## src/hdl/playfair_digraph_cipher_top_macros.svh

```systemverilog
// assertion macros for the playfair digraph cipher block
// expects clk and arst_n in the scope of use
`ifndef PLAYFAIR_DIGRAPH_CIPHER_TOP_MACROS_SVH
`define PLAYFAIR_DIGRAPH_CIPHER_TOP_MACROS_SVH

// same-cycle implication, checked outside reset
`define PDC_ASSERT_IMPL(label, ante, cons) \
	label: assert property (@(posedge clk) disable iff (!arst_n) (ante) |-> (cons)) \
		else $error("pdc check failed");

// next-cycle implication, checked outside reset
`define PDC_ASSERT_NEXT(label, ante, cons) \
	label: assert property (@(posedge clk) disable iff (!arst_n) (ante) |=> (cons)) \
		else $error("pdc check failed");

`endif

```

## src/hdl/pdc_pkg.sv

```systemverilog
// shared types, codes and small square helpers for the playfair block
// no dependencies
package pdc_pkg;

	localparam logic [4:0] LETTER_I     = 5'd8;
	localparam logic [4:0] LETTER_J     = 5'd9;
	localparam logic [4:0] LETTER_X     = 5'd23;
	localparam logic [4:0] LETTER_LAST  = 5'd25;
	localparam logic [4:0] SQUARE_CELLS = 5'd25;
	localparam logic [6:0] ASCII_LOWER_A = 7'd97;

	typedef enum logic [2:0] {
		FN_KEY_BEGIN = 3'd0,
		FN_KEY_CHAR  = 3'd1,
		FN_KEY_END   = 3'd2,
		FN_ENCRYPT   = 3'd3,
		FN_DECRYPT   = 3'd4,
		FN_MSG_END   = 3'd5
	} func_t;

	typedef struct packed {
		logic       ok;
		logic [4:0] idx;
	} letter_t;

	typedef struct packed {
		logic [2:0] row;
		logic [2:0] col;
	} coord_t;

	// letter index with j folded onto i
	function automatic letter_t letter_of(input logic [7:0] ch);
		letter_t r;
		logic [7:0] d;
		r.ok = 1'b0;
		d = 8'd0;
		if (ch >= 8'd65 && ch <= 8'd90) begin
			r.ok = 1'b1;
			d = ch - 8'd65;
		end else if (ch >= 8'd97 && ch <= 8'd122) begin
			r.ok = 1'b1;
			d = ch - 8'd97;
		end
		r.idx = d[4:0];
		if (r.idx == LETTER_J) begin
			r.idx = LETTER_I;
		end
		return r;
	endfunction

	// cell number to row and column
	function automatic coord_t coord_of(input logic [4:0] p);
		coord_t c;
		logic [4:0] q;
		logic [4:0] base;
		q = (p >= SQUARE_CELLS) ? p - SQUARE_CELLS : p;
		if (q >= 5'd20) begin
			c.row = 3'd4;
			base = 5'd20;
		end else if (q >= 5'd15) begin
			c.row = 3'd3;
			base = 5'd15;
		end else if (q >= 5'd10) begin
			c.row = 3'd2;
			base = 5'd10;
		end else if (q >= 5'd5) begin
			c.row = 3'd1;
			base = 5'd5;
		end else begin
			c.row = 3'd0;
			base = 5'd0;
		end
		c.col = 3'(q - base);
		return c;
	endfunction

	// one step round the square, backwards when decrypting
	function automatic logic [2:0] step5(input logic [2:0] x, input logic back);
		logic [2:0] r;
		if (back) begin
			r = (x == 3'd0) ? 3'd4 : x - 3'd1;
		end else begin
			r = (x == 3'd4) ? 3'd0 : x + 3'd1;
		end
		return r;
	endfunction

	function automatic logic [4:0] cell_of(input logic [2:0] row, input logic [2:0] col);
		return {row, 2'b00} + {2'b00, row} + {2'b00, col};
	endfunction

endpackage

```

## src/hdl/pdc_stream_if.sv

```systemverilog
// valid/ready channels for the playfair block: command words in, letter words out
// depends on nothing
interface pdc_cmd_if;
	logic       valid;
	logic       ready;
	logic [2:0] func;
	logic [7:0] char_in;

	modport source (output valid, output func, output char_in, input ready);
	modport sink (input valid, input func, input char_in, output ready);
endinterface

interface pdc_res_if;
	logic       valid;
	logic       ready;
	logic [6:0] char_out;
	logic       last_of_run;

	modport source (output valid, output char_out, output last_of_run, input ready);
	modport sink (input valid, input char_out, input last_of_run, output ready);
endinterface

```

## src/hdl/playfair_digraph_cipher_top.sv

```systemverilog
// Playfair engine: key square build, digraph encrypt and decrypt.
// Key begin, key char, message end without output and single text letters are each handled in the idle state.
// Key end: the fill walk visits each alphabet letter once.
// A text word that completes a pair steps through PA, PB, CALC, LD1, E1, LD2 and E2 to the last letter word,
// holding in E1 or E2 while the output stalls; the position and square memories are read once per cycle.
// arst_n clears control state; the square memories hold garbage until the key is built.
`include "playfair_digraph_cipher_top_macros.svh"

module playfair_digraph_cipher_top (
	input logic clk,
	input logic arst_n,
	pdc_cmd_if.sink cmd,
	pdc_res_if.source res
);
	import pdc_pkg::*;

	typedef enum logic [3:0] {
		S_IDLE,
		S_FILL,
		S_PA,
		S_PB,
		S_CALC,
		S_LD1,
		S_E1,
		S_LD2,
		S_E2
	} state_t;

	state_t     state_q;
	logic [25:0] seen_q;
	logic [4:0] fill_q;
	logic [4:0] held_q;
	logic       held_valid_q;
	logic       held_dec_q;
	logic [4:0] l_q;
	logic [4:0] a_q;
	logic [4:0] b_q;
	logic       dec_q;
	logic [4:0] pa_q;
	logic [4:0] cell1_q;
	logic [4:0] cell2_q;
	logic       ovalid_q;
	logic [6:0] ochar_q;
	logic       olast_q;

	logic [4:0] pos_mem [0:25];
	logic [4:0] sq_mem [0:24];
	logic [4:0] rd_pos;
	logic [4:0] rd_sq;
	logic [4:0] pos_raddr;
	logic [4:0] sq_raddr;

	logic       cmd_fire;
	func_t      cmd_func;
	letter_t    in_let;
	logic       in_dec;
	logic       place_req;
	logic       place_en;
	logic [4:0] place_idx;
	logic       slot_free;
	logic       emit_now;
	coord_t     ca;
	coord_t     cb;
	logic [4:0] cell1;
	logic [4:0] cell2;
	logic [6:0] sq_char;

	assign cmd.ready = (state_q == S_IDLE);
	assign cmd_fire = cmd.valid && cmd.ready;
	assign cmd_func = func_t'(cmd.func);
	assign in_let = letter_of(cmd.char_in);
	assign in_dec = (cmd_func == FN_DECRYPT);
	assign slot_free = !ovalid_q || res.ready;
	assign emit_now = (state_q == S_E1 || state_q == S_E2) && slot_free;

	assign res.valid = ovalid_q;
	assign res.char_out = ochar_q;
	assign res.last_of_run = olast_q;

	// one placement per cycle, from a key word or from the fill walk
	always_comb begin
		if (state_q == S_FILL) begin
			place_idx = l_q;
			place_req = (l_q != LETTER_J);
		end else begin
			place_idx = in_let.idx;
			place_req = cmd_fire && (cmd_func == FN_KEY_CHAR) && in_let.ok;
		end
		place_en = place_req && (fill_q < SQUARE_CELLS) && !seen_q[place_idx];
	end

	assign pos_raddr = (state_q == S_PB) ? b_q : a_q;
	assign sq_raddr = (state_q == S_LD2 || state_q == S_E2) ? cell2_q : cell1_q;
	assign sq_char = ASCII_LOWER_A + {2'b00, rd_sq};

	// shared square unit: both coordinates in, both substitute cells out
	always_comb begin
		ca = coord_of(pa_q);
		cb = coord_of(rd_pos);
		if (ca.row == cb.row) begin
			cell1 = cell_of(ca.row, step5(ca.col, dec_q));
			cell2 = cell_of(cb.row, step5(cb.col, dec_q));
		end else if (ca.col == cb.col) begin
			cell1 = cell_of(step5(ca.row, dec_q), ca.col);
			cell2 = cell_of(step5(cb.row, dec_q), cb.col);
		end else begin
			cell1 = cell_of(ca.row, cb.col);
			cell2 = cell_of(cb.row, ca.col);
		end
	end

	always_ff @(posedge clk) begin
		if (place_en) begin
			pos_mem[place_idx] <= fill_q;
		end
		rd_pos <= pos_mem[pos_raddr];
	end

	always_ff @(posedge clk) begin
		if (place_en) begin
			sq_mem[fill_q] <= place_idx;
		end
		rd_sq <= sq_mem[sq_raddr];
	end

	always_ff @(posedge clk or negedge arst_n) begin
		if (!arst_n) begin
			state_q <= S_IDLE;
			seen_q <= '0;
			fill_q <= '0;
			held_q <= '0;
			held_valid_q <= 1'b0;
			held_dec_q <= 1'b0;
			l_q <= '0;
			a_q <= '0;
			b_q <= '0;
			dec_q <= 1'b0;
			pa_q <= '0;
			cell1_q <= '0;
			cell2_q <= '0;
			ovalid_q <= 1'b0;
			ochar_q <= '0;
			olast_q <= 1'b0;
		end else begin
			if (ovalid_q && res.ready && !emit_now) begin
				ovalid_q <= 1'b0;
			end
			if (place_en) begin
				seen_q[place_idx] <= 1'b1;
				fill_q <= fill_q + 5'd1;
			end
			unique case (state_q)
				S_IDLE: begin
					if (cmd_fire) begin
						case (cmd_func) inside
							FN_KEY_BEGIN: begin
								seen_q <= '0;
								fill_q <= '0;
								held_valid_q <= 1'b0;
							end
							FN_KEY_END: begin
								l_q <= '0;
								state_q <= S_FILL;
							end
							FN_ENCRYPT, FN_DECRYPT: begin
								if (in_let.ok) begin
									if (!held_valid_q || held_dec_q != in_dec) begin
										held_q <= in_let.idx;
										held_valid_q <= 1'b1;
										held_dec_q <= in_dec;
									end else if (!in_dec && held_q == in_let.idx) begin
										// doubled letter: pad with x, the new one stays held
										a_q <= in_let.idx;
										b_q <= LETTER_X;
										dec_q <= 1'b0;
										state_q <= S_PA;
									end else begin
										held_valid_q <= 1'b0;
										a_q <= held_q;
										b_q <= in_let.idx;
										dec_q <= in_dec;
										state_q <= S_PA;
									end
								end
							end
							FN_MSG_END: begin
								held_valid_q <= 1'b0;
								if (held_valid_q && !held_dec_q) begin
									a_q <= held_q;
									b_q <= LETTER_X;
									dec_q <= 1'b0;
									state_q <= S_PA;
								end
							end
							default: begin
							end
						endcase
					end
				end
				S_FILL: begin
					if (l_q == LETTER_LAST) begin
						held_valid_q <= 1'b0;
						state_q <= S_IDLE;
					end else begin
						l_q <= l_q + 5'd1;
					end
				end
				S_PA: state_q <= S_PB;
				S_PB: begin
					pa_q <= rd_pos;
					state_q <= S_CALC;
				end
				S_CALC: begin
					cell1_q <= cell1;
					cell2_q <= cell2;
					state_q <= S_LD1;
				end
				S_LD1: state_q <= S_E1;
				S_E1: begin
					if (slot_free) begin
						ovalid_q <= 1'b1;
						ochar_q <= sq_char;
						olast_q <= 1'b0;
						state_q <= S_LD2;
					end
				end
				S_LD2: state_q <= S_E2;
				S_E2: begin
					if (slot_free) begin
						ovalid_q <= 1'b1;
						ochar_q <= sq_char;
						olast_q <= 1'b1;
						state_q <= S_IDLE;
					end
				end
				default: state_q <= S_IDLE;
			endcase
		end
	end

	`PDC_ASSERT_IMPL(a_fill_bound, 1'b1, fill_q <= SQUARE_CELLS)
	`PDC_ASSERT_NEXT(a_second_last, state_q == S_E2 && slot_free, ovalid_q && olast_q)
	`PDC_ASSERT_NEXT(a_first_not_last, state_q == S_E1 && slot_free, ovalid_q && !olast_q)
	`PDC_ASSERT_NEXT(a_fill_walk, state_q == S_FILL && l_q != LETTER_LAST, l_q == 5'($past(l_q) + 5'd1))
	`PDC_ASSERT_NEXT(a_key_begin, cmd_fire && cmd_func == FN_KEY_BEGIN, fill_q == 5'd0 && seen_q == 26'd0 && !held_valid_q)

endmodule
```

## src/flat_wrapper.sv

```systemverilog
// flat-port wrapper written by rule: the top's interface ports become plain ports
module playfair_digraph_cipher_top_flat import pdc_pkg::*;
  (clk, arst_n, cmd_valid, cmd_func, cmd_char_in, cmd_ready, res_valid, res_char_out, res_last_of_run, res_ready);
  pdc_cmd_if cmd_i ();
  pdc_res_if res_i ();
  input logic clk;
  input logic arst_n;
  input wire logic [$bits(cmd_i.valid)-1:0] cmd_valid;
  input wire logic [$bits(cmd_i.func)-1:0] cmd_func;
  input wire logic [$bits(cmd_i.char_in)-1:0] cmd_char_in;
  output wire logic [$bits(cmd_i.ready)-1:0] cmd_ready;
  output wire logic [$bits(res_i.valid)-1:0] res_valid;
  output wire logic [$bits(res_i.char_out)-1:0] res_char_out;
  output wire logic [$bits(res_i.last_of_run)-1:0] res_last_of_run;
  input wire logic [$bits(res_i.ready)-1:0] res_ready;
  assign cmd_i.valid = cmd_valid;
  assign cmd_i.func = cmd_func;
  assign cmd_i.char_in = cmd_char_in;
  assign cmd_ready = cmd_i.ready;
  assign res_valid = res_i.valid;
  assign res_char_out = res_i.char_out;
  assign res_last_of_run = res_i.last_of_run;
  assign res_i.ready = res_ready;
  playfair_digraph_cipher_top u_core (.clk(clk), .arst_n(arst_n), .cmd(cmd_i), .res(res_i));
endmodule
```

## config.mk

```make
export PLATFORM = sky130hd
export DESIGN_NAME = playfair_digraph_cipher_top_flat
export DESIGN_NICKNAME = d
export VERILOG_FILES = /design/src/hdl/pdc_pkg.sv /design/src/hdl/pdc_stream_if.sv /design/src/hdl/playfair_digraph_cipher_top.sv /design/src/flat_wrapper.sv
export VERILOG_INCLUDE_DIRS = /design/src /design/src/hdl
export SDC_FILE = /design/constraint.sdc
export NUM_CORES = 1
export LEC_CHECK = 0
export BUFFER_PORTS_ARGS = -buffer_cell sky130_fd_sc_hd__buf_4
export CAP_MARGIN = 20
export CORE_UTILIZATION = 63
export CTS_BUF_LIST = sky130_fd_sc_hd__clkbuf_4 sky130_fd_sc_hd__clkbuf_8
export DETAILED_ROUTE_END_ITERATION = 8
export PLACE_DENSITY = 0.8
export REMOVE_ABC_BUFFERS = 1
export SYNTH_ARGS = -nofsm -noshare
export SYNTH_HDL_FRONTEND = slang
export SYNTH_SLANG_ARGS = --single-unit
```

## constraint.sdc

```tcl
create_clock -name clk -period 6.7 [get_ports clk]
set_input_delay 0.67 -clock clk [delete_from_list [all_inputs] [get_ports clk]]
set_output_delay 0.67 -clock clk [all_outputs]
set_load 0.03 [all_outputs]
```

==> results of run 1 <==
[stage by stage]
step | total power [uW] | area (sq um) | util, % | setup slack, ps | cells
final | 9640 | 18800 | 70.1 | 891 | 1745
after global routing | 10300 | 18800 | 70.1 | 369 | 1745
after CTS | 9630 | 18800 | 70.1 | 988 | 1743
after detailed placement | 7790 | 17700 | 65.9 | 1000 | 1644
after global placement | 7680 | 17700 | 65.9 | 1260 | 1643
after floorplan | 6430 | 16800 | - | 959 | 1253
[power breakdown]
group	switching [uW]	internal (uW)	total, uW
Combinational	2920	2010	4930
Sequential	280	2610	2890
Clock	793	1020	1820
[area by class of cell]
class                           count  area, sq um
Sequential cell                   347         9910
Fill cell                        1782         8030
Multi-Input combinational cell    866         6850
Clock buffer                       84         1000
Tap cell                          341          427
Timing Repair Buffer               53          395
Inverter                           40          153
Clock inverter                     14          118
[critical path, cell delays in order, from the launching register on]
cell and delay, ps:
dfrtp_1 440, inv_1 110, ha_1 220, nor4_4 400, nor3_1 170, or2_2 360, o21ai_0 520, nand2_1 170
inv_1 190, ha_1 190, fa_1 230, nand2b_1 150, o221ai_1 130, nor3_2 420, inv_2 190, fa_1 570
ha_1 310, a21o_1 160, a21oi_1 210, xor2_1 160, nor3_1 60, a211oi_1 200, o21ai_0 130
[repair_timing]
action	CTS	global route
endpoints found under the hold margin	13	0
buffers inserted	0	0
hold buffers	1	0
[path summary, 6_finish.rpt]
path                                                       to  depth (start not counted)  slack (ps)
worst max-delay path            u_core.cell1_q[4]$_DFFE_PN0P_                         22         890
worst min-delay path              u_core.seen_q[22]$_DFF_PN0_                          1         480
worst max register to register  u_core.cell1_q[4]$_DFFE_PN0P_                         22         890
worst min register to register    u_core.seen_q[22]$_DFF_PN0_                          1         480
max in group asynchronous          u_core.fill_q[0]$_DFF_PN0_                          3        5020
min in group asynchronous       u_core.cell1_q[4]$_DFFE_PN0P_                          2         490
[cell usage in the layout, fill, tap and decap left out, types with 37 or more instances in the layout]
cell type  synthesis  routed
a21oi_1           52      52
and3_1            51      51
buf_4              9      49
clkbuf_8           0      59
dfrtp_1           82      82
edfxtp_1         255     255
ha_1              47      47
inv_1             37      37
mux4_2            51      51
nand2_1          123     123
nor2_1            62      62
o21ai_0           58      55
[logic make-up after synthesis]
kind of cell    after synthesis  synth area share [%]
compound gates              286                  11.4
xor+xnor                     35                  1.87
simple gates                377                  11.2
fa+ha+maj                    58                  4.65
mux                         110                  10.3
flops                       347                  57.7
buf+inv                     112                  2.83
[state kept, by name, summed over array words and instances, names as in the netlist]
signal	flops
u_core.a_q	5
u_core.fill_q	5
u_core.res.char_out	7
u_core.res.valid	1
u_core.held_dec_q	1
u_core.l_q	5
u_core.pa_q	5
u_core.res.last_of_run	1
u_core.seen_q	26
u_core.state_q	4
u_core.rd_sq	5
u_core.pos_mem	130
u_core.rd_pos	5
u_core.cell1_q	5
u_core.dec_q	1
u_core.held_q	5
u_core.sq_mem	125
u_core.held_valid_q	1
u_core.cell2_q	5
u_core.b_q	5
[per-layer routing]
metal  GRT usage (%)  vias up
met5               0        -
met4            10.5        0
met3            3.52       85
met2            47.6      394
met1            38.0     5570
li1                -     5144
==> results.sh, run 1 <==
export IMPL_antenna_found_initial=0
export IMPL_start_util_pct=63.9
export IMPL_synth_flop_cell="edfxtp_1"
export IMPL_portBuffers=24
export IMPL_cts_sinks=347
export IMPL_ctsResizeCount=0
export IMPL_r2r_start="u_core.pa_q[1]$_DFFE_PN0P_"
export IMPL_period_share_pct=86.7
export IMPL_synth_cell_types=86
export IMPL_end_kind="register"
export IMPL_max_freq_ghz=0.172
export IMPL_clk_path_buf_depth=3
export IMPL_arrival_ps=6260
export IMPL_setup_viol=0
export IMPL_die_y_um=167
export IMPL_yosysSeqAreaShare_pct=57.7
export IMPL_syn_to_final_growth_pct=9.70
export IMPL_ys_warn_count=0
export IMPL_required_ps=7150
export IMPL_synthArstFlopShare_pct=23.6
export IMPL_setup_worst_path_start_class="register"
export IMPL_final_antenna_net_count=0
export IMPL_drc=0
export IMPL_routed_top_layer="met4"
export IMPL_nets=1433
export IMPL_wl_met2_mm=19.1
export IMPL_avgSynthCellArea_sq_um=13.0
export IMPL_core_area_sq_um=26900
export IMPL_gp_congestion=0.949
export IMPL_path_class="register to register"
export IMPL_max_slew_margin_pct=30.0
export IMPL_row_count=60
export IMPL_wire_per_inst_um=21.9
export IMPL_synth_seq_cells=347
export IMPL_max_cap_viol_count=0
export IMPL_synthTopCellsByArea="edfxtp_1, dfrtp_1, mux4_2"
export IMPL_grtUsageTotal_pct=28.2
export IMPL_dr_wl_met3_mm=1.90
export IMPL_ir_worst_vdd_mv=0.424
export IMPL_finalMaxSlewViolations=0
export IMPL_clk_pin_slew_ps=70
export IMPL_fin_crit_ps=5810
export IMPL_p_per_area_nw_per_um2=512
export IMPL_synth_top_area_share_pct=44.6
export IMPL_grt_pass1_wl_mm=61.2
export IMPL_netlist_area_sq_um=17200
export IMPL_hp_class="register to register"
export IMPL_via_per_inst=6.41
export IMPL_finClkSkew_ps=18.1
export IMPL_ios=25
export IMPL_num_vias=11193
export IMPL_synth_edf_count=255
export IMPL_wl_mm=38.2
export IMPL_wl_met1_mm=16.1
export IMPL_hold_viol_final=0
export IMPL_outcome="finished clean"
export IMPL_synth_area_leader_cell="edfxtp_1"
export IMPL_crit_path_start="u_core.pa_q[1]$_DFFE_PN0P_"
export IMPL_dieArea_sq_um=27900
export IMPL_htreeDepth=2
export IMPL_crit_fanout=7
export IMPL_synth_common_cells="edfxtp_1, nand2_1, dfrtp_1, nor2_1, o21ai_0"
export IMPL_rsz0062_at_grt="no"
export IMPL_cts_made_buffers=53
export IMPL_worst_pin_slew_ps=1050
export IMPL_grt_max_degree=70
export IMPL_die_x_um=167
export IMPL_hp_start="u_core.seen_q[22]$_DFF_PN0_"
export IMPL_first_pass_iters=5
export IMPL_synthCells=1325
export IMPL_drt_iter0_drc=1099
export IMPL_fin_hold_ws_ps=479
export IMPL_setup_tns_final_ps=0
export IMPL_drive_gt1_share_pct=18.2
export IMPL_clock_latency_ps=580
export IMPL_gr_total_overflow=0
export IMPL_antenna_cells=0
export IMPL_grt_pass1_vias=11238
export IMPL_place_hpwl_mm=25.9
export IMPL_synthMostInstantiatedCell="edfxtp_1"
export IMPL_cts_tree="done"
export IMPL_power_leakage_uw=0.00743
export IMPL_cts_root_buf="clkbuf_8"
(Power assumes the default switching activity.)
==> run 2: changes to the inputs <==
--- a/config.mk
+++ b/config.mk
@@ -8,6 +8,7 @@
 export LEC_CHECK = 0
 export BUFFER_PORTS_ARGS = -buffer_cell sky130_fd_sc_hd__buf_4
 export CAP_MARGIN = 20
+export CORE_MARGIN = 2
 export CORE_UTILIZATION = 63
 export CTS_BUF_LIST = sky130_fd_sc_hd__clkbuf_4 sky130_fd_sc_hd__clkbuf_8
 export DETAILED_ROUTE_END_ITERATION = 8
==> constraint.sdc (replaced) <==
create_clock -name clk -period 5.9 [get_ports clk]
set_input_delay 0.59 -clock clk [delete_from_list [all_inputs] [get_ports clk]]
set_output_delay 0.59 -clock clk [all_outputs]
set_load 0.03 [all_outputs]
==> results.sh, run 2 (synthesized netlist as in run 1, its figures left out) <==
export IMPL_grt_pass1_wl_mm=60.5
export IMPL_regToRegSetupSlack_ps=470
export IMPL_cts_made_buffers=53
export IMPL_arrival_ps=5830
export IMPL_core_area_sq_um=26900
export IMPL_top_regs="u_core.pos_mem x130, u_core.sq_mem x125, u_core.seen_q x26"
export IMPL_grt_pass1_vias=11248
export IMPL_drive_gt1_share_pct=18.7
export IMPL_ir_worst_vdd_mv=0.439
export IMPL_hp_class="input port to async pin"
export IMPL_num_vias=11221
export IMPL_clock_latency_ps=600
export IMPL_cts_sinks=347
export IMPL_final_antenna_net_count=0
export IMPL_clk_pin_slew_ps=60
export IMPL_r2r_start="u_core.rd_pos[1]$_DFF_P_"
export IMPL_first_pass_iters=7
export IMPL_grtUsageTotal_pct=27.3
export IMPL_setup_tns_final_ps=0
export IMPL_r2r_cells=21
export IMPL_fin_area_sq_um=18900
export IMPL_grt_max_degree=73
export IMPL_final_common_cell="edfxtp_1"
export IMPL_fin_crit_ps=5430
export IMPL_crit_fanout=9
export IMPL_fin_hold_ws_ps=387
export IMPL_ios=25
export IMPL_max_cap_viol_count=0
export IMPL_drc=0
export IMPL_hold_viol_final=0
export IMPL_antenna_cells=0
export IMPL_clk_path_buf_depth=3
export IMPL_path_class="register to register"
export IMPL_setup_viol=0
export IMPL_end_kind="register"
export IMPL_largest_reg_flops=130
export IMPL_outcome="finished clean"
export IMPL_top_register="u_core.pos_mem"
export IMPL_via_per_inst=6.38
export IMPL_wire_per_inst_um=22.1
export IMPL_layout_common_cells="edfxtp_1, nand2_1, dfrtp_1, buf_4, nor2_1"
export IMPL_p_per_area_nw_per_um2=583
export IMPL_dieArea_sq_um=28600
export IMPL_nets=1446
export IMPL_gr_total_overflow=0
export IMPL_gp_congestion=0.906
export IMPL_start_util_pct=63.9
export IMPL_wl_mm=38.8
export IMPL_drt_iter0_drc=1039
export IMPL_die_x_um=169
export IMPL_setup_worst_path_start_class="register"
export IMPL_max_slew_margin_pct=29.2
export IMPL_period_share_pct=92.0
export IMPL_portBuffers=24
export IMPL_dpl_cell_area_sq_um=17800
export IMPL_cts_tree="done"
export IMPL_power_uw=11000
export IMPL_timing_rr_end="u_core.cell2_q[4]$_DFFE_PN0P_"
export IMPL_syn_to_final_growth_pct=10.2
export IMPL_finalMaxSlewViolations=0
export IMPL_row_count=60
export IMPL_rsz0062_at_grt="no"
export IMPL_place_hpwl_mm=27.1
export IMPL_antenna_found_initial=0
export IMPL_cts_root_buf="clkbuf_8"
export IMPL_die_y_um=169
export IMPL_required_ps=6300
export IMPL_finClkSkew_ps=28.7
export IMPL_htreeDepth=2
export IMPL_max_freq_ghz=0.184
export IMPL_worst_pin_slew_ps=1060
export IMPL_power_leakage_uw=0.00747
## run 2: cell count changes in the layout (fill, tap and decap cells not counted), moves of 2 or more
cell,delta
buf_4,+16
buf_2,-2
clkbuf_4,-7
clkinv_1,+4
## run 2: power breakdown
part / leakage, uW / total (uW) / internal [uW] / switching, uW
clock: 0.000582 / 1990 / 1080 / 908
sequential: 0.00358 / 3260 / 2970 / 294
combinational: 0.00331 / 5790 / 2340 / 3450
## run 2: worst max-delay path by stage
stage	startpoint	end	slack, ps	depth (start not counted)
floorplan	u_core.state_q[1]$_DFFE_PN0P_	u_core.rd_pos[1]$_DFF_P_	160	7
global placement	u_core.pa_q[1]$_DFFE_PN0P_	u_core.cell1_q[4]$_DFFE_PN0P_	710	23
detailed placement	u_core.rd_pos[1]$_DFF_P_	u_core.cell2_q[4]$_DFFE_PN0P_	520	21
CTS	u_core.rd_pos[1]$_DFF_P_	u_core.cell2_q[4]$_DFFE_PN0P_	380	21
global route	u_core.rd_pos[1]$_DFF_P_	u_core.cell2_q[4]$_DFFE_PN0P_	40	21
finish	u_core.rd_pos[1]$_DFF_P_	u_core.cell2_q[4]$_DFFE_PN0P_	470	21
## run 2: cell type report
| cell class | instances | area [sq um] |
|---|---|---|
| Inverter | 40 | 153 |
| Multi-Input combinational cell | 866 | 6860 |
| Sequential cell | 347 | 9910 |
| Clock buffer | 77 | 941 |
| Timing Repair Buffer | 66 | 498 |
| Fill cell | 1843 | 7950 |
| Tap cell | 341 | 427 |
| Clock inverter | 21 | 144 |
## run 2: metrics by stage
step	utilization [%]	setup slack, ps	instances
final	70.4	471	1758
after global routing	70.4	37.4	1758
after CTS	70.4	383	1757
after detailed placement	66.3	515	1658
after global placement	66.3	706	1658
after floorplan	-	159	1253
## run 2: routing by layer
metal | GRT usage (%) | wire length, um | up-vias
met1 | 35.7 | 15900 | 5590
met3 | 4.06 | 2120 | 89
met2 | 46.5 | 19400 | 371
met5 | 0 | 0 | -
met4 | 10.5 | 1340 | 0
li1 | - | - | 5171
## run 2: worst max-delay path, cell delays in order, from the launching register on
cell and delay, ps:
dfxtp_1 470, inv_1 120, ha_1 240, nor3_1 310
nor3_1 120, a21o_1 190, a41o_1 280, a21oi_1 320
inv_1 160, ha_1 220, fa_1 450, xnor2_4 350
inv_1 150, fa_1 540, inv_1 70, ha_1 290
a21o_1 150, a21oi_1 220, xnor2_1 180, nand3_1 110
o311ai_0 140, a31oi_1 150
## run 2: repair_timing
action,in CTS,in global routing
resized for setup,0,2
setup endpoints to repair,0,2
hold buffers,1,0
buffers inserted,0,0
endpoints found under the hold margin,10,0
==> run 3: changes to the inputs <==
--- a/config.mk
+++ b/config.mk
@@ -10,7 +10,6 @@
 export CAP_MARGIN = 20
 export CORE_MARGIN = 2
 export CORE_UTILIZATION = 63
-export CTS_BUF_LIST = sky130_fd_sc_hd__clkbuf_4 sky130_fd_sc_hd__clkbuf_8
 export DETAILED_ROUTE_END_ITERATION = 8
 export PLACE_DENSITY = 0.8
 export REMOVE_ABC_BUFFERS = 1
==> constraint.sdc (replaced) <==
create_clock -name clk -period 5.75 [get_ports clk]
set_input_delay 0.575 -clock clk [delete_from_list [all_inputs] [get_ports clk]]
set_output_delay 0.575 -clock clk [all_outputs]
set_load 0.03 [all_outputs]
==> results.sh, run 3 (synthesized netlist as in run 1, its figures left out) <==
export IMPL_regToRegSetupSlack_ps=320
export IMPL_die_x_um=169
export IMPL_timing_rr_end="u_core.cell2_q[4]$_DFFE_PN0P_"
export IMPL_finalMaxSlewViolations=0
export IMPL_top_register="u_core.pos_mem"
export IMPL_post_cts_buffers=0
export IMPL_num_vias=11251
export IMPL_htreeDepth=2
export IMPL_place_hpwl_mm=26.4
export IMPL_cts_sinks=347
export IMPL_via_per_inst=6.53
export IMPL_power_leakage_uw=0.00743
export IMPL_outcome="finished clean"
export IMPL_critical_path_max_stage_delay_ps=570
export IMPL_hp_class="input port to register"
export IMPL_grt_max_degree=66
export IMPL_fin_hold_ws_ps=461
export IMPL_r2r_start="u_core.rd_pos[1]$_DFF_P_"
export IMPL_min_path_cells=3
export IMPL_grt_pass1_vias=10967
export IMPL_crit_path_start="u_core.rd_pos[1]$_DFF_P_"
export IMPL_crit_fanout=9
export IMPL_path_cells="inv_1 -> ha_1 -> nor3_1 -> nor3_1 -> a21o_1 -> a41o_1 -> a21oi_1 -> inv_1 -> ha_1 -> fa_1 -> xnor2_2 -> inv_1 -> fa_1 -> inv_1 -> ha_1 -> a21o_1 -> a21oi_1 -> xnor2_1 -> nand3_1 -> o311ai_0 -> a31oi_1"
export IMPL_clk_pin_slew_ps=60
export IMPL_antenna_cells=0
export IMPL_drt_iter0_drc=1127
export IMPL_core_area_sq_um=26900
export IMPL_final_common_cell="edfxtp_1"
export IMPL_ios=25
export IMPL_hold_viol_final=0
export IMPL_grt_pass1_wl_mm=61.4
export IMPL_clk_path_buf_depth=3
export IMPL_dieArea_sq_um=28600
export IMPL_gp_congestion=0.911
export IMPL_cts_made_buffers=35
export IMPL_final_antenna_net_count=0
export IMPL_cp_common_cell="inv_1"
export IMPL_required_ps=6090
export IMPL_fin_crit_ps=5430
export IMPL_max_slew_margin_pct=32.9
export IMPL_max_freq_ghz=0.184
export IMPL_end_kind="register"
export IMPL_arrival_ps=5770
export IMPL_drc=0
export IMPL_cts_tree="done"
export IMPL_die_y_um=169
export IMPL_start_util_pct=63.9
export IMPL_rsz0062_at_grt="no"
export IMPL_clock_latency_ps=530
export IMPL_power_uw=11500
export IMPL_first_pass_iters=6
export IMPL_top_regs="u_core.pos_mem x130, u_core.sq_mem x125, u_core.seen_q x26"
export IMPL_wl_mm=39.2
export IMPL_finClkSkew_ps=24.8
export IMPL_portBuffers=24
export IMPL_row_count=60
export IMPL_slowest_stage="fa_1"
export IMPL_antenna_found_initial=0
export IMPL_drive_gt1_share_pct=16.4
export IMPL_largest_reg_flops=130
export IMPL_setup_worst_path_start_class="register"
export IMPL_path_class="register to register"
export IMPL_hp_start="cmd_func[0]"
export IMPL_grtUsageTotal_pct=27.7
export IMPL_p_per_area_nw_per_um2=606
export IMPL_worst_pin_slew_ps=1010
export IMPL_ir_worst_vdd_mv=0.496
export IMPL_setup_tns_final_ps=0
export IMPL_hold_path_end="u_core.held_dec_q$_DFFE_PN0P_"
export IMPL_r2r_cells=21
export IMPL_layout_common_cells="edfxtp_1, nand2_1, dfrtp_1, nor2_1, buf_4"
export IMPL_setup_viol=0
export IMPL_gr_total_overflow=0
export IMPL_max_cap_viol_count=0
export IMPL_syn_to_final_growth_pct=10.2
export IMPL_wire_per_inst_um=22.8
export IMPL_period_share_pct=94.5
export IMPL_cts_root_buf="clkbuf_16"
export IMPL_nets=1426
run 3: worst max path at each step:
stage	endpoint	slack, ps	depth (start not counted)
CTS	u_core.cell2_q[4]$_DFFE_PN0P_	370	21
floorplan	u_core.rd_pos[1]$_DFF_P_	9	7
finish	u_core.cell2_q[4]$_DFFE_PN0P_	320	21
detailed placement	u_core.cell2_q[4]$_DFFE_PN0P_	370	21
global route	u_core.cell1_q[4]$_DFFE_PN0P_	0.08	22
global placement	u_core.cell1_q[4]$_DFFE_PN0P_	610	23
run 3: power breakdown:
part / total, uW / internal [uW] / switching, uW / leakage (uW)
clock: 2170 / 1240 / 932 / 0.000540
combinational: 5940 / 2390 / 3550 / 0.00331
sequential: 3350 / 3040 / 305 / 0.00358
total: 11500 / 6680 / 4790 / 0.00743
run 3: through the flow:
step / worst slack [ps] / utilization [%] / std cells / instance area [sq um]
after floorplan: 9.14 / - / 1253 / 16800
final: 316 / 70.4 / 1722 / 18900
after detailed placement: 370 / 66.3 / 1657 / 17800
after global routing: 0.0817 / 70.4 / 1722 / 18900
after global placement: 606 / 66.3 / 1657 / 17800
after CTS: 365 / 70.4 / 1722 / 18900
run 3: layout make-up:
cell class	count	area, sq um
fill	1823	7950
multi-input combinational	866	6850
clock inverter	23	176
tap	341	427
inverter	40	153
sequential	347	9910
timing repair buffer	64	495
clock buffer	41	920
run 3: worst max-delay path, delay by kind of cell, from the launching register on:
kind / cells / cell delay [ps]
adders and majority gates: 5 / 1750
DFF: 1 / 470
xor gates and xnor gates: 2 / 620
and+or+nand+nor: 3 / 550
AOI/OAI and AO/OA: 7 / 1340
buffers and inverters: 4 / 550
run 3: timing repair:
action,4_1_cts,5_1_grt
setup endpoints to repair,0,1
hold buffers,1,0
resized for setup,0,1
hold endpoints to repair,17,0
run 3: routing by layer:
| metal | wire length [um] | track usage (%) | share of wire [%] |
|---|---|---|---|
| met5 | 0 | 0 | 0 |
| met4 | 1330 | 9.96 | 3.4 |
| met3 | 2010 | 3.10 | 5.1 |
| met2 | 19600 | 46.7 | 50 |
| met1 | 16300 | 37.8 | 42 |
